===== src/hdl/dmc_pkg.sv =====
// shared types and constants for the drive mode controller
package dmc_pkg;

  typedef enum logic [1:0] {
    MODE_FORWARD   = 2'd0,
    MODE_REVERSE   = 2'd1,
    MODE_BRAKE     = 2'd2,
    MODE_EMERGENCY = 2'd3
  } mode_t;

  // button codes
  localparam logic [1:0] BTN_EMERGENCY = 2'd0;
  localparam logic [1:0] BTN_FORWARD   = 2'd1;

  // item kinds
  localparam logic KIND_POLL  = 1'b0;
  localparam logic KIND_PRESS = 1'b1;

  // configuration register indexes
  localparam int unsigned CFG_IDX_W = 3;
  localparam logic [CFG_IDX_W-1:0] REG_PRESS_LOCKOUT = 3'd0;
  localparam logic [CFG_IDX_W-1:0] REG_RAMP_INTERVAL = 3'd1;
  localparam logic [CFG_IDX_W-1:0] REG_FORWARD_LEVEL = 3'd2;
  localparam logic [CFG_IDX_W-1:0] REG_REVERSE_LIMIT = 3'd3;
  localparam logic [CFG_IDX_W-1:0] REG_REVERSE_STEP  = 3'd4;
  localparam logic [CFG_IDX_W-1:0] REG_SERVO_LIMIT   = 3'd5;
  localparam logic [CFG_IDX_W-1:0] REG_SERVO_STEP    = 3'd6;

  localparam int unsigned CFG_DATA_W = 16;

  // reset values
  localparam logic [15:0] RST_PRESS_LOCKOUT = 16'd200;
  localparam logic [15:0] RST_RAMP_INTERVAL = 16'd10;
  localparam logic [11:0] RST_FORWARD_LEVEL = 12'd2000;
  localparam logic [11:0] RST_REVERSE_LIMIT = 12'd1000;
  localparam logic [11:0] RST_REVERSE_STEP  = 12'd5;
  localparam logic [9:0]  RST_SERVO_LIMIT   = 10'd500;
  localparam logic [9:0]  RST_SERVO_STEP    = 10'd2;
  localparam logic [9:0]  SERVO_PARK        = 10'd500;
  localparam logic [9:0]  SERVO_MAX         = 10'd1000;

  typedef struct packed {
    logic        kind;
    logic [1:0]  button;
    logic [31:0] now_ms;
  } in_t;

  typedef struct packed {
    mode_t       mode;
    logic        forward_enable;
    logic        reverse_enable;
    logic [11:0] drive_level;
    logic [9:0]  servo_position;
  } out_t;

  typedef struct packed {
    logic [15:0] press_lockout_ms;
    logic [15:0] ramp_interval_ms;
    logic [11:0] forward_level;
    logic [11:0] reverse_limit;
    logic [11:0] reverse_step;
    logic [9:0]  brake_servo_limit;
    logic [9:0]  brake_servo_step;
  } cfg_t;

  typedef struct packed {
    mode_t       mode;
    logic [31:0] last_press;
    logic [31:0] last_ramp;
    logic [11:0] level;
    logic [9:0]  servo;
    logic        fwd_pin;
    logic        rev_pin;
  } state_t;

endpackage


===== src/hdl/dmc_step.sv =====
// next-state logic for one press or poll word
module dmc_step (
  input  dmc_pkg::state_t st,
  input  dmc_pkg::cfg_t   cfg,
  input  dmc_pkg::in_t    item,
  output dmc_pkg::state_t st_nxt
);

  logic [31:0] press_age;
  logic [31:0] ramp_age;
  logic        press_ok;
  logic        due;
  logic [12:0] level_sum;
  logic [10:0] servo_sum;

  assign press_age = item.now_ms - st.last_press;
  assign ramp_age  = item.now_ms - st.last_ramp;
  assign press_ok  = press_age >= {16'd0, cfg.press_lockout_ms};
  assign due       = ramp_age >= {16'd0, cfg.ramp_interval_ms};
  assign level_sum = {1'b0, st.level} + {1'b0, cfg.reverse_step};
  assign servo_sum = {1'b0, st.servo} + {1'b0, cfg.brake_servo_step};

  always_comb begin
    st_nxt = st;
    if (item.kind == dmc_pkg::KIND_PRESS) begin
      if (press_ok) begin
        if (item.button == dmc_pkg::BTN_EMERGENCY) begin
          st_nxt.mode       = dmc_pkg::MODE_EMERGENCY;
          st_nxt.last_press = item.now_ms;
        end else if (st.mode != dmc_pkg::MODE_EMERGENCY) begin
          // buttons 1..3 map onto modes 0..2
          st_nxt.mode       = dmc_pkg::mode_t'(item.button - dmc_pkg::BTN_FORWARD);
          st_nxt.last_press = item.now_ms;
        end
      end
    end else begin
      unique case (st.mode)
        dmc_pkg::MODE_FORWARD: begin
          st_nxt.fwd_pin = 1'b1;
          st_nxt.rev_pin = 1'b0;
          st_nxt.level   = cfg.forward_level;
        end
        dmc_pkg::MODE_REVERSE: begin
          st_nxt.fwd_pin = 1'b0;
          st_nxt.rev_pin = 1'b1;
          if (due) begin
            if (st.level < cfg.reverse_limit) begin
              st_nxt.level = (level_sum > {1'b0, cfg.reverse_limit}) ?
                             cfg.reverse_limit : level_sum[11:0];
            end
            st_nxt.last_ramp = item.now_ms;
          end
        end
        dmc_pkg::MODE_BRAKE: begin
          st_nxt.fwd_pin = 1'b0;
          st_nxt.rev_pin = 1'b0;
          st_nxt.level   = 12'd0;
          if (due) begin
            if (st.servo < cfg.brake_servo_limit) begin
              st_nxt.servo = (servo_sum > {1'b0, dmc_pkg::SERVO_MAX}) ?
                             dmc_pkg::SERVO_MAX : servo_sum[9:0];
            end
            st_nxt.last_ramp = item.now_ms;
          end
        end
        default: begin
          st_nxt.fwd_pin = 1'b0;
          st_nxt.rev_pin = 1'b0;
          st_nxt.level   = 12'd0;
          st_nxt.servo   = 10'd0;
        end
      endcase
    end
  end

endmodule


===== src/hdl/drive_mode_controller_with_ramps.sv =====
// top level of the four-mode drive controller with reverse and brake ramps
//
// usage:
//   in_*   : one word per button press (kind 1) or poll (kind 0), each with a
//            millisecond timestamp; valid/ready handshake
//   out_*  : one result word per input word, in order: mode, direction pins,
//            drive level and servo position after that word
//   cfg_*  : register writes (index 0..6, data in low bits), always ready;
//            write only while the block is idle, indexes past 6 are dropped
// latency: 1 cycle from input accept to result valid (the input register
//   takes the word at the accept edge, the result register one edge later)
// throughput: one word per cycle; the rate is set by the single state update
//   pass between the input register and the result register
// reset: synchronous active-low rst_n empties both stages, restores the
//   register defaults, puts the mode to forward, level 0, servo parked at 500
// stall: when out_ready is low the result holds, the input register keeps
//   its word and in_ready drops once both stages are full; no word is lost
module drive_mode_controller_with_ramps (
  input  logic                                clk,
  input  logic                                rst_n,
  input  logic                                in_valid,
  output logic                                in_ready,
  input  dmc_pkg::in_t                        in_data,
  output logic                                out_valid,
  input  logic                                out_ready,
  output dmc_pkg::out_t                       out_data,
  input  logic                                cfg_valid,
  output logic                                cfg_ready,
  input  logic [dmc_pkg::CFG_IDX_W-1:0]       cfg_index,
  input  logic [dmc_pkg::CFG_DATA_W-1:0]      cfg_data
);

  dmc_pkg::cfg_t   cfg_r;
  dmc_pkg::state_t st_r;
  dmc_pkg::state_t st_nxt;
  dmc_pkg::in_t    in_word_r;
  logic            in_valid_r;
  dmc_pkg::out_t   out_word_r;
  logic            out_valid_r;
  logic            advance;

  // the held word moves on when the result slot is free or being drained
  assign advance   = in_valid_r && (!out_valid_r || out_ready);
  assign in_ready  = !in_valid_r || advance;
  assign cfg_ready = 1'b1;
  assign out_valid = out_valid_r;
  assign out_data  = out_word_r;

  dmc_step u_step (
    .st     (st_r),
    .cfg    (cfg_r),
    .item   (in_word_r),
    .st_nxt (st_nxt)
  );

  // configuration registers
  always_ff @(posedge clk) begin
    if (!rst_n) begin
      cfg_r.press_lockout_ms  <= dmc_pkg::RST_PRESS_LOCKOUT;
      cfg_r.ramp_interval_ms  <= dmc_pkg::RST_RAMP_INTERVAL;
      cfg_r.forward_level     <= dmc_pkg::RST_FORWARD_LEVEL;
      cfg_r.reverse_limit     <= dmc_pkg::RST_REVERSE_LIMIT;
      cfg_r.reverse_step      <= dmc_pkg::RST_REVERSE_STEP;
      cfg_r.brake_servo_limit <= dmc_pkg::RST_SERVO_LIMIT;
      cfg_r.brake_servo_step  <= dmc_pkg::RST_SERVO_STEP;
    end else if (cfg_valid) begin
      // values are truncated to the register width
      unique case (cfg_index)
        dmc_pkg::REG_PRESS_LOCKOUT: cfg_r.press_lockout_ms  <= cfg_data;
        dmc_pkg::REG_RAMP_INTERVAL: cfg_r.ramp_interval_ms  <= cfg_data;
        dmc_pkg::REG_FORWARD_LEVEL: cfg_r.forward_level     <= cfg_data[11:0];
        dmc_pkg::REG_REVERSE_LIMIT: cfg_r.reverse_limit     <= cfg_data[11:0];
        dmc_pkg::REG_REVERSE_STEP:  cfg_r.reverse_step      <= cfg_data[11:0];
        dmc_pkg::REG_SERVO_LIMIT:   cfg_r.brake_servo_limit <= cfg_data[9:0];
        dmc_pkg::REG_SERVO_STEP:    cfg_r.brake_servo_step  <= cfg_data[9:0];
        default: ;
      endcase
    end
  end

  // input register
  always_ff @(posedge clk) begin
    if (!rst_n) begin
      in_valid_r <= 1'b0;
    end else if (in_ready) begin
      in_valid_r <= in_valid;
    end
  end

  always_ff @(posedge clk) begin
    if (in_ready && in_valid) begin
      in_word_r <= in_data;
    end
  end

  // controller state, updated once per word as it moves to the result slot
  always_ff @(posedge clk) begin
    if (!rst_n) begin
      st_r.mode       <= dmc_pkg::MODE_FORWARD;
      st_r.last_press <= 32'd0;
      st_r.last_ramp  <= 32'd0;
      st_r.level      <= 12'd0;
      st_r.servo      <= dmc_pkg::SERVO_PARK;
      st_r.fwd_pin    <= 1'b0;
      st_r.rev_pin    <= 1'b0;
    end else if (advance) begin
      st_r <= st_nxt;
    end
  end

  // result register
  always_ff @(posedge clk) begin
    if (!rst_n) begin
      out_valid_r <= 1'b0;
    end else if (advance) begin
      out_valid_r <= 1'b1;
    end else if (out_ready) begin
      out_valid_r <= 1'b0;
    end
  end

  always_ff @(posedge clk) begin
    if (advance) begin
      out_word_r.mode           <= st_nxt.mode;
      out_word_r.forward_enable <= st_nxt.fwd_pin;
      out_word_r.reverse_enable <= st_nxt.rev_pin;
      out_word_r.drive_level    <= st_nxt.level;
      out_word_r.servo_position <= st_nxt.servo;
    end
  end

endmodule

===== config.mk =====
export PLATFORM = sky130hd
export DESIGN_NAME = drive_mode_controller_with_ramps
export DESIGN_NICKNAME = d
export VERILOG_FILES = /design/src/hdl/dmc_pkg.sv /design/src/hdl/dmc_step.sv /design/src/hdl/drive_mode_controller_with_ramps.sv
export SDC_FILE = /design/constraint.sdc
export NUM_CORES = 1
export LEC_CHECK = 0
export ABC_AREA = 1
export CAP_MARGIN = 40
export CORE_MARGIN = 5
export CORE_UTILIZATION = 57
export CTS_BUF_LIST = sky130_fd_sc_hd__clkbuf_4 sky130_fd_sc_hd__clkbuf_8
export DETAILED_ROUTE_END_ITERATION = 8
export DONT_BUFFER_PORTS = 1
export MAX_ROUTING_LAYER = met4
export PLACE_DENSITY = 0.72
export SLEW_MARGIN = 20
export SYNTH_ARGS = -nofsm -noshare
export SYNTH_HDL_FRONTEND = slang
export SYNTH_SLANG_ARGS = --single-unit

===== constraint.sdc =====
create_clock -name clk -period 4 [get_ports clk]
set_clock_uncertainty 0.2 [all_clocks]
set_input_delay 1 -clock clk [delete_from_list [all_inputs] [get_ports clk]]
set_output_delay 1 -clock clk [all_outputs]
set_load 0.05 [all_outputs]

# After elaboration in Yosys (flattened, before gate mapping)
# Cells that the tools add are included.
totals:
  reg_bits: 241
  inputBits: 59
  elab_cells: 87
op_classes:
  addsub: 5
  magnitude_cmp: 6
  n_eq_ne: 11
  muxes: 18
  n_bitwise: 1
  n_reduce_logical: 22
ops:
  columns: ["op", "count"]
  rows:
  - ["$mux 34", 4]
  - ["$ge 32x16->1", 2]
  - ["$pmux 32 s2", 1]
  - ["$sub 32x32->32", 2]
  - ["$mux 44", 1]
  - ["$mux 32", 1]
  - ["$mux 10", 3]
  - ["$mux 12", 2]
  - ["$mux 24", 1]
  - ["$pmux 12 s2", 1]
  - ["$pmux 10 s2", 1]
  - ["$reduce_and 2->1", 7]
  - ["$add 12x12->13", 1]
  - ["$gt 13x12->1", 1]
  - ["$lt 12x12->1", 1]
  - ["$add 10x10->11", 1]
  - ["$gt 11x10->1 const B", 1]
  - ["$lt 10x10->1", 1]
  - ["$eq 3x3->1 const B", 3]
  - ["$eq 3x2->1 const B", 2]
  - ["$reduce_bool 2->1", 3]
  - ["$reduce_and 5->1", 1]
  - ["$logic_not 2->1", 2]
  - ["$ne 2x1->1 const B", 2]
  - ["other kinds (14)", 18]

# Longest topological paths before layout
# Gate-level depths: netlist of run 1.
depth:
  ltp_word: 7
  mapped_depth: 29

# Hierarchy
# A second synthesis of run 1 with hierarchy kept.
hier_totals:
  hier_cells: 2980
  area_unflattened_um2: 18925.7
by_module_without_submodules:
  columns: ["mod", "instances", "cells_per_inst", "area_each_um2", "seq_area_each_um2"]
  rows:
  - ["dmc_step", 1, 1938, 9952.0, 0.0]
  - ["drive_mode_controller_with_ramps", 1, 1042, 8973.6, 5435.2]

# Least setup slack after synthesis of run 1
# OpenSTA, ideal clock, no wires.
synth_path:
  path_type: "register to register"
  startpoint: "register st_r[12] (netlist name)"
  endpoint: "register out_word_r, in the netlist out_data[20] (data pin)"
  setup_ns: 0.251
  arrival_ns: 3.030
  t_required_ns: 3.549
  setup_slack_ns: 0.519
  path_stages_with_launch: 23
  synth_period_minus_slack_ns: 3.481
  path_cell_list: "dfxtp_1 -> ha_1 -> inv_1 -> fa_1 -> o21ai_1 -> a21oi_1 -> nor2_1 -> nor2_1 -> xnor2_1 -> ha_1 -> a21oi_1 -> nor2_1 -> nor3_1 -> nand2_1 -> nand2_2 -> inv_1 -> buf_2 -> nand2_1 -> nand4_1 -> nand3_1 -> nand2_1 -> nand2_1 -> inv_1"
synth_lines:
  columns: ["element", "line", "source"]
  rows:
  - ["start, declared", "drive_mode_controller_with_ramps.sv:34", "dmc_pkg::state_t st_r;"]
  - ["start signal, assigned", "drive_mode_controller_with_ramps.sv:107", "st_r <= st_nxt;"]
  - ["end, declared", "drive_mode_controller_with_ramps.sv:38", "dmc_pkg::out_t out_word_r;"]

# Worst setup path after layout of run 1
layout_path:
  startpoint: "register in_word_r[2] (netlist name)"
  endpoint: "register st_r[30] (netlist name)"
layout_between:
  elab_chain_cells: 4
  word_cells_on_any_way: 5
  classes_between: "add/sub (1); order compare (1); eq/ne (2); reduce/logical (1)"
layout_lines:
  columns: ["element", "line", "source"]
  rows:
  - ["start, declared", "drive_mode_controller_with_ramps.sv:36", "dmc_pkg::in_t in_word_r;"]
  - ["start signal, assigned", "drive_mode_controller_with_ramps.sv:92", "in_word_r <= in_data;"]
  - ["$sub 32x32->32 *", "dmc_step.sv:17", "assign ramp_age = item.now_ms - st.last_ramp;"]
  - ["$ge 32x16->1 *", "dmc_step.sv:19", "assign due = ramp_age >= {16'd0, cfg.ramp_interval_ms};"]
  - ["$ne 2x1->1 (no source line)", null, null]
  - ["$reduce_and 5->1 (no source line) *", null, null]
# Every way passes the cells marked *; elsewhere a longest branch is shown, timed or not.
# A chain may end at the register's enable or synchronous reset.

==> results_dict.tcl, run 1 <==
set metrics [dict create \
    postSynth.topFlopCell "dfxtp_1" \
    netlist_instances 2518 \
    pwr-share-comb 0.269 \
    drt-wirelength-per-cell_microns 17.2 \
    drc_errors 0 \
    nets 2785 \
    regArea_sq_mm 0.00544 \
    syn_area_sq_mm 0.0169 \
    clock_latency_ns 0.60 \
    timing.fmax_mhz 253 \
    syn-num-nets 2730 \
    worst_ep_arrival_time_ns 4.21 \
    path_clk_slew_ns 0.06 \
    row_count 63 \
    die_y_microns 182 \
    slew_headroom 0.360 \
    cpLargestDelayFamily "simple AND/OR/NAND/NOR gates" \
    synth_edf_count 61 \
    cp-start-kind "flop" \
    ys_seq_elements 241 \
    antenna_left 0 \
    die-area_sq_mm 0.0332 \
    p_int_mw 4.64 \
    multi_input_area_sq_mm 0.0102 \
    power.leakage_nw 9.53 \
    pwr-share-clk 0.339 \
    synth-warning-count 0 \
    seqPwrFrac 0.392 \
    placed_area_sq_mm 0.0173 \
    crit_path_frequent_cell "nand2_1" \
    grt_pass1_wl_microns 78100 \
    areaGrowthSynthToFinish_pct 15.3 \
    crit_slowest_cell "edfxtp_1" \
    drv_slew 0 \
    ys_seq_area_frac 0.321 \
    cp.required_ns 4.26 \
    crit_chain "ha_4, buf_4, nand2_1, nor2_1, nand2_1, nand3b_4, nand2_1, nand2_1, xor2_2, ha_1, inv_1, nor3_1, nor3_1, a21oi_2, nor2_1, nand3_1, nor2_2, nand2_4, nand3_4, clkbuf_16, nor2_1, a211oi_1" \
    gr-total-overflow 0 \
    final_hold_viol_count 0 \
    clk_path_buf_depth 3 \
    track_usage 0.296 \
    grt_pass1_vias 15295 \
    min_period_ns 3.96 \
    syn_avg_cell_area_sq_um 6.72 \
    port_buffers 0 \
    h-tree-depth 2 \
    cts-hold-fix-buffers 0 \
    cts_made_buffers 43 \
    finalPower_mw 7.09 \
    path_class "reg2reg" \
    switchingPower_mw 2.44 \
    routed_via_density 5.45 \
    cap_viol_max_count 0 \
    routed_wl_microns 51800 \
    ys_types 50 \
    hold_class "reg2reg" \
    cts_tree "done" \
    clock-sinks 241 \
    drive_gt1_frac 0.132 \
    path_buf_inv 3 \
    routabilityCongestion 0.969 \
    path_max_fanout 8 \
    layout_common_cells "nand2_1, inv_1, nor2_1" \
    setup_viol 0 \
    hpwlAfterDp_microns 37300 \
    hold_ws_ns 0.246 \
    grt_max_degree 139 \
    num-fill-cells 2665 \
    core_sq_mm 0.0295 \
    ir_worst_vdd_mv 0.314 \
    clock-root-buffer "clkbuf_8" \
    vias 16396 \
    rsz0062_at_grt "yes" \
    ios 88 \
    dr.first_iter.drc_count 1065 \
    power.density_mw_per_mm2 363 \
    start_util 0.574 \
    antenna_found_initial 9 \
    setup.worst_path.end_class "flop" \
    design_area_sq_mm 0.0195 \
    slowest_delay_ns 0.47 \
    post-route-period-util 0.989 \
    layout_commonest_cell "nand2_1" \
    die_w_microns 182 \
    async_flop_share 0 \
    tightestPinTransition_ns 0.960 \
    dr.pass1.iters 5 \
    switching_share 0.345 \
    outcome "complete, no violations" \
]
routing by layer:
layer | global-route usage | wire length (microns) | vias to the layer above
li1 | - | - | 8192
met1 | 0.350 | 21200 | 7514
met2 | 0.510 | 25200 | 565
met3 | 0.0526 | 3510 | 125
met4 | 0.102 | 1830 | 0
met5 | - | 0 | -
final cells by class:
| class | count | share of cell area |
|---|---|---|
| multi-input combinational | 1740 | 0.522 |
| sequential | 241 | 0.279 |
| inverter | 477 | 0.0922 |
| clock buffer | 56 | 0.0363 |
| timing repair buffer | 69 | 0.0356 |
| tap | 390 | 0.0250 |
| clock inverter | 23 | 0.00917 |
| antenna | 9 | 0.00115 |
| timing repair inverter | 1 | 0.000385 |
stage by stage:
step                cells  TNS, ns  utilization  setup slack [ns]
global route         3006    -5.39        0.662            -0.153
global placement     2871    -5.20        0.587            -0.139
detailed placement   2872   -0.825        0.587           -0.0656
finish               3006        0        0.662            0.0432
CTS                  2953        0        0.621           0.00460
floorplan            2518        0            -             0.519
power by group through the flow:
stage          Clock [mW]  Combinational, mW  Sequential, mW
3_5_place_dp            0               1.63            2.82
2_1_floorplan           0               1.27            2.78
5_1_grt              2.55               2.14            2.79
3_3_place_gp            0               1.59            2.82
6_report             2.40               1.91            2.78
4_1_cts              2.43               1.65            2.77
state kept, by name, indices dropped and copies added (netlist names):
signal,count
out_data,26
in_valid_r,1
in_word_r,35
cfg_r,88
out_valid,1
st_r,90
path summary, 6_finish.rpt:
kind / cells past startpoint / end / slack (ns) / startpoint
setup / recovery: 22 / st_r[30]$_SDFFE_PN0P_ / 0.04 / in_word_r[2]$_DFFE_PP_
hold / removal: 2 / cfg_r[10]$_SDFFE_PN0P_ / 0.25 / cfg_r[10]$_SDFFE_PN0P_
setup reg to reg: 22 / st_r[30]$_SDFFE_PN0P_ / 0.04 / in_word_r[2]$_DFFE_PP_
hold reg to reg: 2 / cfg_r[10]$_SDFFE_PN0P_ / 0.25 / cfg_r[10]$_SDFFE_PN0P_
worst register-to-register path: cells and delay by family, from the launching register on:
kind	cells	cell delay (ns)
AOI/OAI and AO/OA	2	0.30
xor gates and xnor gates	1	0.24
buffers and inverters	3	0.42
adders and majority gates	2	0.59
DFF	1	0.47
and+or+nand+nor	14	1.62
kinds of logic (layout without fill, tap and decap cells):
| kind of cell | Yosys count | in the layout | share of synthesized area |
|---|---|---|---|
| and+or+nand+nor | 1132 | 1134 | 0.286 |
| AOI/OAI and AO/OA | 401 | 401 | 0.127 |
| other | 1 | 10 | 0.000222 |
| DFF | 241 | 241 | 0.321 |
| xor gates and xnor gates | 51 | 51 | 0.0264 |
| adders and majority gates | 153 | 153 | 0.115 |
| buffers and inverters | 539 | 626 | 0.125 |
synthesized netlist by cell type, drive strengths merged, types with 4 or more instances:
library cell | n | area share
nand2 | 667 | 0.15
inv | 455 | 0.10
nor2 | 243 | 0.056
a21oi | 182 | 0.054
dfxtp | 180 | 0.21
o21ai | 169 | 0.051
ha | 149 | 0.11
nand3 | 112 | 0.036
nand4 | 64 | 0.025
edfxtp | 61 | 0.11
xor2 | 40 | 0.021
clkbuf | 38 | 0.0085
nor3 | 28 | 0.011
buf | 24 | 0.010
clkinv | 22 | 0.0049
a211oi | 16 | 0.0071
o211ai | 12 | 0.0053
xnor2 | 11 | 0.0057
nand3b | 9 | 0.0042
a31oi | 5 | 0.0018
o21bai | 5 | 0.0022
fa | 4 | 0.0047
nor4 | 4 | 0.0015
o21a | 4 | 0.0018
repair_timing:
action,4_1_cts,5_1_grt
setup buffers,1,36
pin swaps,0,61
gates cloned,1,8
hold endpoints to repair,0,0
gates resized for setup,13,194
endpoints found under the setup margin,62,112
No activity file was read; power rests on OpenSTA's default activity.
==> inputs of run 2 (changes only) <==
--- a/config.mk
+++ b/config.mk
@@ -7,13 +7,15 @@
 export LEC_CHECK = 0
 export ABC_AREA = 1
 export CAP_MARGIN = 40
+export CELL_PAD_IN_SITES_DETAIL_PLACEMENT = 0
+export CELL_PAD_IN_SITES_GLOBAL_PLACEMENT = 1
 export CORE_MARGIN = 5
-export CORE_UTILIZATION = 57
+export CORE_UTILIZATION = 44
 export CTS_BUF_LIST = sky130_fd_sc_hd__clkbuf_4 sky130_fd_sc_hd__clkbuf_8
 export DETAILED_ROUTE_END_ITERATION = 8
 export DONT_BUFFER_PORTS = 1
 export MAX_ROUTING_LAYER = met4
-export PLACE_DENSITY = 0.72
+export PLACE_DENSITY_LB_ADDON = 0.1
 export SLEW_MARGIN = 20
 export SYNTH_ARGS = -nofsm -noshare
 export SYNTH_HDL_FRONTEND = slang
==> constraint.sdc (replaced) <==
create_clock -name clk -period 3.2 [get_ports clk]
set_clock_uncertainty 0.2 [all_clocks]
set_input_delay 0.8 -clock clk [delete_from_list [all_inputs] [get_ports clk]]
set_output_delay 0.8 -clock clk [all_outputs]
set_load 0.05 [all_outputs]
==> run 2 against run 1 <==
The flow now finishes with violations (setup timing); die area rose by 28%; sequential cell count did not move; total power rose by 42%; first-iteration DRC count fell by 14%; non-clock buffer count rose by 294; critical path type unchanged; largest cell class unchanged; highest routed layer unchanged.
==> results_dict.tcl, run 2 (synthesized netlist as in run 1, its figures left out) <==
set metrics [dict create \
    rsz0062_at_grt "yes" \
    grt_pass1_vias 16489 \
    gr-total-overflow 0 \
    clk_path_buf_depth 3 \
    violations "setup timing" \
    worst_slack_ns -0.653 \
    num-fill-cells 3660 \
    multi_input_area_sq_mm 0.0108 \
    power.density_mw_per_mm2 442 \
    path_max_fanout 8 \
    drc_errors 0 \
    ir_worst_vdd_mv 0.377 \
    vias 17274 \
    switchingPower_mw 3.38 \
    seqPwrFrac 0.344 \
    routed_via_density 5.04 \
    cp-start-kind "flop" \
    setup.worst_path.end_class "flop" \
    die_w_microns 206 \
    areaGrowthSynthToFinish_pct 34.6 \
    clock_latency_ns 0.64 \
    dr.pass1.iters 5 \
    hpwlAfterDp_microns 42900 \
    setup_tns_ns -58.06 \
    h-tree-depth 2 \
    cap_viol_max_count 0 \
    path_clk_slew_ns 0.06 \
    grt_max_degree 139 \
    top_register "st_r" \
    min_period_ns 3.85 \
    cts-hold-fix-buffers 0 \
    path_class "reg2reg" \
    core_sq_mm 0.0378 \
    final_hold_viol_count 0 \
    min_path_cells 0 \
    ios 88 \
    nets 3082 \
    finalPower_mw 10.1 \
    layout_common_cells "nand2_1, inv_1, buf_4" \
    crit_path_frequent_cell "nand2_1" \
    worst_ep_arrival_time_ns 4.16 \
    post-place-ws_ns -0.738 \
    row_count 71 \
    die_y_microns 206 \
    die-area_sq_mm 0.0425 \
    cp.required_ns 3.50 \
    cts_made_buffers 45 \
    tightestPinTransition_ns 0.695 \
    antenna_found_initial 12 \
    cts_tree "done" \
    slowest_delay_ns 0.51 \
    track_usage 0.278 \
    clock-root-buffer "clkbuf_8" \
    routed_wl_microns 59500 \
    regArea_sq_mm 0.00544 \
    drt-wirelength-per-cell_microns 17.3 \
    pwr-share-clk 0.346 \
    routabilityCongestion 0.906 \
    layout_commonest_cell "nand2_1" \
    crit_chain "ha_4, nand2_2, inv_1, nand2_1, nand3b_4, nand2_1, nand2_2, xor2_2, ha_1, inv_1, nor3_1, nand2_1, a21oi_1, nor2_1, nand3_1, nor2_2, nand2_4, nand3_4, buf_6, clkbuf_16, o21ai_0, a21oi_1" \
    slew_headroom 0.536 \
    largest_reg_flops 90 \
    hold_class "in2reg" \
    grt_pass1_wl_microns 90000 \
    rr_worst_depth 22 \
    drv_slew 0 \
    crit_slowest_cell "edfxtp_1" \
    antenna_left 0 \
    p_int_mw 6.68 \
    post-route-period-util 1.20 \
    dr.first_iter.drc_count 913 \
    outcome "finished with violations" \
    port_buffers 0 \
    hold_ws_ns 0.0578 \
    setup_viol 112 \
    reg_top3 "st_r: 90 flops, cfg_r: 88 flops, in_word_r: 35 flops" \
    start_util 0.447 \
    pwr-share-comb 0.310 \
    timing.fmax_mhz 260 \
    drive_gt1_frac 0.268 \
    switching_share 0.336 \
    clock-sinks 241 \
    power.leakage_nw 11.2 \
]
-- run 2: power by group through the flow --
stage          Sequential (mW)  Clock, mW  Combinational, mW
4_1_cts                   3.46       3.56               2.76
5_1_grt                   3.47       3.70               3.45
3_3_place_gp              3.52          0               2.55
2_1_floorplan             3.48          0               1.62
3_5_place_dp              3.52          0               2.57
6_report                  3.46       3.48               3.11
-- run 2: area by class of cell --
cell class | instances | share of cell area
well taps | 511 | 0.0281
inverters | 477 | 0.0793
repair buffers | 363 | 0.131
clock inverters | 13 | 0.00813
diodes | 11 | 0.00121
multi-input cells | 1742 | 0.476
flip-flops and latches | 241 | 0.239
clock buffers | 71 | 0.0374
-- run 2: metal layers --
metal  track usage  up-vias  part of all wire
met5             -        -                 0
met4         0.102        0             0.041
met3        0.0582      129             0.053
met2         0.463      400              0.48
met1         0.332     7968              0.43
li1              -     8777                 -
-- run 2: critical path: cells and delay by family (launching register included) --
kind | cells | cell delay [ns]
buf+inv | 4 | 0.45
fa+ha+maj | 2 | 0.59
compound gates | 3 | 0.47
flops | 1 | 0.51
simple gates | 12 | 1.35
xor+xnor | 1 | 0.16
-- run 2: per-stage QoR --
| stage | instances | util | cell area, sq um |
|---|---|---|---|
| floorplan | 2518 | - | 17100 |
| global placement | 3264 | 0.520 | 19700 |
| detailed placement | 3265 | 0.521 | 19700 |
| CTS | 3386 | 0.567 | 21500 |
| global route | 3429 | 0.602 | 22800 |
| finish | 3429 | 0.602 | 22800 |
-- run 2: final timing paths --
check,from,to,slack (ns)
setup / recovery,in_word_r[4]$_DFFE_PP_,st_r[34]$_SDFFE_PN0P_,-0.65
setup reg to reg,in_word_r[4]$_DFFE_PP_,st_r[34]$_SDFFE_PN0P_,-0.65
hold / removal,in_data[33],in_word_r[33]$_DFFE_PP_,0.06
hold reg to reg,st_r[24]$_SDFFE_PN0P_,st_r[24]$_SDFFE_PN0P_,0.26
-- run 2: what timing repair did --
item                                    CTS  global route
gates cloned                              7             5
endpoints found under the setup margin  112           112
pin swaps                                24            77
gates resized for setup                  92           251
buffers inserted                         30            27
==> inputs of run 3 (changes only) <==
--- a/config.mk
+++ b/config.mk
@@ -20,3 +20,4 @@
 export SYNTH_ARGS = -nofsm -noshare
 export SYNTH_HDL_FRONTEND = slang
 export SYNTH_SLANG_ARGS = --single-unit
+export TNS_END_PERCENT = 50
==> run 3 against run 2 <==
The flow still finishes with violations (setup timing); register-to-register slack barely moved; total power down 3.2%; design area decreased by 3.8%; sequential share of layout area rose by 0.93 points; count of clock-buffer cells in the layout decreased by 8; via count shrank 1.0%; global-route usage is 0.48 points lower; first-iteration DRC count grew 8.2%; combinational power down 8.7%; largest power group is now registers.
==> results_dict.tcl, run 3 (synthesized netlist as in run 1, its figures left out) <==
set metrics [dict create \
    drv_slew 0 \
    die_y_microns 206 \
    placed_area_sq_mm 0.0197 \
    hold_ws_ns 0.0576 \
    areaGrowthSynthToFinish_pct 29.5 \
    track_usage 0.273 \
    final_hold_viol_count 0 \
    grt_pass1_wl_microns 88300 \
    antenna_left 0 \
    reg_top3 "st_r: 90 flops, cfg_r: 88 flops, in_word_r: 35 flops" \
    row_count 71 \
    rr_worst_depth 22 \
    hold_start "in_data[32]" \
    clock-root-buffer "clkbuf_8" \
    power.density_mw_per_mm2 444 \
    nets 3051 \
    port_buffers 0 \
    cts_made_buffers 45 \
    path_max_fanout 8 \
    grt_pass1_vias 16410 \
    outcome "finished with violations" \
    r2r_start "in_word_r[12]$_DFFE_PP_" \
    slowest_delay_ns 0.45 \
    design_area_sq_mm 0.0219 \
    dr.first_iter.drc_count 988 \
    min_period_ns 3.85 \
    worst_slack_ns -0.648 \
    core_sq_mm 0.0378 \
    r2r_slack_ns -0.65 \
    h-tree-depth 2 \
    rsz0062_at_grt "yes" \
    die-area_sq_mm 0.0425 \
    timing.fmax_mhz 260 \
    dr.pass1.iters 5 \
    setup.worst_path.end_class "flop" \
    hpwlAfterDp_microns 42200 \
    drive_gt1_frac 0.223 \
    layout_commonest_cell "nand2_1" \
    crit_chain "buf_6, ha_4, nand2_2, nor2_2, and2_4, nand2_1, nand2_2, xor2_4, ha_4, nand2_1, nor2_1, a211oi_2, nand3_1, nor2_1, nand3_1, nor2_2, nand2_4, nand3_4, buf_12, buf_16, nor2_2, a211oi_1" \
    ir_worst_vdd_mv 0.321 \
    post-route-period-util 1.20 \
    routed_wl_microns 57800 \
    start_util 0.447 \
    min_path_cells 0 \
    drc_errors 0 \
    layout_common_cells "nand2_1, inv_1, buf_4" \
    num-fill-cells 3728 \
    r2r_end "st_r[35]$_SDFFE_PN0P_" \
    antenna_found_initial 11 \
    largest_reg_flops 90 \
    gr-total-overflow 0 \
    tightestPinTransition_ns 0.746 \
    cp-start-kind "flop" \
    slew_headroom 0.502 \
    ios 88 \
    routabilityCongestion 0.916 \
    crit_slowest_cell "edfxtp_1" \
    top_register "st_r" \
    grt_max_degree 139 \
    path_clk_slew_ns 0.07 \
    power.leakage_nw 10.9 \
    cap_viol_max_count 0 \
    path_class "reg2reg" \
    clock-sinks 241 \
    drt-wirelength-per-cell_microns 17.0 \
    die_w_microns 206 \
    clk_path_buf_depth 3 \
    hold_class "in2reg" \
    vias 17100 \
    violations "setup timing" \
    crit_path_frequent_cell "nor2_2" \
    setup_viol 112 \
    worst_ep_arrival_time_ns 4.19 \
    cts_tree "done" \
    cts-hold-fix-buffers 0 \
    holdPathEnd "in_word_r[32]$_DFFE_PP_" \
    cp.required_ns 3.54 \
    clock_latency_ns 0.64 \
    routed_via_density 5.04 \
]
run 3: cell count changes in the layout (fill, tap and decap cells not counted), moves of 10 or more:
cell | before | now
inv_1 | 428 | 441
buf_4 | 334 | 314
nor2_2 | 30 | 20
nand2_1 | 548 | 596
nand3_1 | 79 | 89
ha_1 | 114 | 128
inv_2 | 28 | 12
nand2_2 | 93 | 64
ha_4 | 31 | 17
nand2_4 | 25 | 6
nor2_1 | 207 | 219
buf_6 | 15 | 4
run 3: power breakdown:
group	internal, mW	total, mW	switching, mW
Clock	1.98	3.43	1.45
Sequential	3.29	3.46	0.176
Combinational	1.22	2.84	1.62
Total	6.49	9.74	3.25
run 3: final cells by class:
cell class	instances	area (sq um)	area share
multi-input combinational	1741	10200	0.467
tap	511	639	0.0292
clock inverter	21	254	0.0116
inverter	477	1800	0.0819
clock buffer	63	767	0.0350
timing repair buffer	333	2760	0.126
antenna	9	22.5	0.00103
sequential	241	5440	0.248
run 3: repair_timing:
item                       in CTS  in global routing
setup endpoints to repair     112                112
pin swaps                      39                 57
gates resized for setup        82                108
buffers inserted               14                 14
gates cloned                    8                  3
run 3: through the flow:
stage | utilization | setup TNS [ns] | power, mW | std cells | setup WS (ns)
2_1_floorplan | - | -3.42 | 5.10 | 2518 | -0.146
3_3_place_gp | 0.520 | -68.54 | 6.05 | 3262 | -0.762
3_5_place_dp | 0.520 | -79.22 | 6.07 | 3263 | -0.861
4_1_cts | 0.563 | -62.15 | 9.67 | 3369 | -0.628
5_1_grt | 0.579 | -81.47 | 10.3 | 3396 | -0.810
6_report | 0.579 | -62.02 | 9.74 | 3396 | -0.648
run 3: routing by layer:
| layer | GRT usage | wire length (microns) |
|---|---|---|
| met2 | 0.456 | 27500 |
| met4 | 0.105 | 2250 |
| met5 | - | 0 |
| met3 | 0.0601 | 3410 |
| met1 | 0.323 | 24700 |
run 3: worst max-delay path by stage:
stage / slack, ns / from / to
after floorplan: -0.15 / in_word_r[2]$_DFFE_PP_ / out_data[20]$_DFFE_PP_
after global placement: -0.76 / in_word_r[13]$_DFFE_PP_ / st_r[15]$_SDFFE_PN0P_
after detailed placement: -0.86 / in_word_r[13]$_DFFE_PP_ / st_r[15]$_SDFFE_PN0P_
after CTS: -0.63 / in_word_r[12]$_DFFE_PP_ / st_r[26]$_SDFFE_PN0P_
after global routing: -0.81 / in_word_r[12]$_DFFE_PP_ / st_r[26]$_SDFFE_PN0P_
final: -0.65 / in_word_r[12]$_DFFE_PP_ / st_r[35]$_SDFFE_PN0P_
run 3: worst max-delay path, delay by kind of cell, from the launching register on:
family,cells,cell delay [ns]
and+or+nand+nor,14,1.54
AOI/OAI and AO/OA,2,0.35
xor gates and xnor gates,1,0.22
adders and majority gates,2,0.53
buffers and inverters,3,0.44
DFF,1,0.45
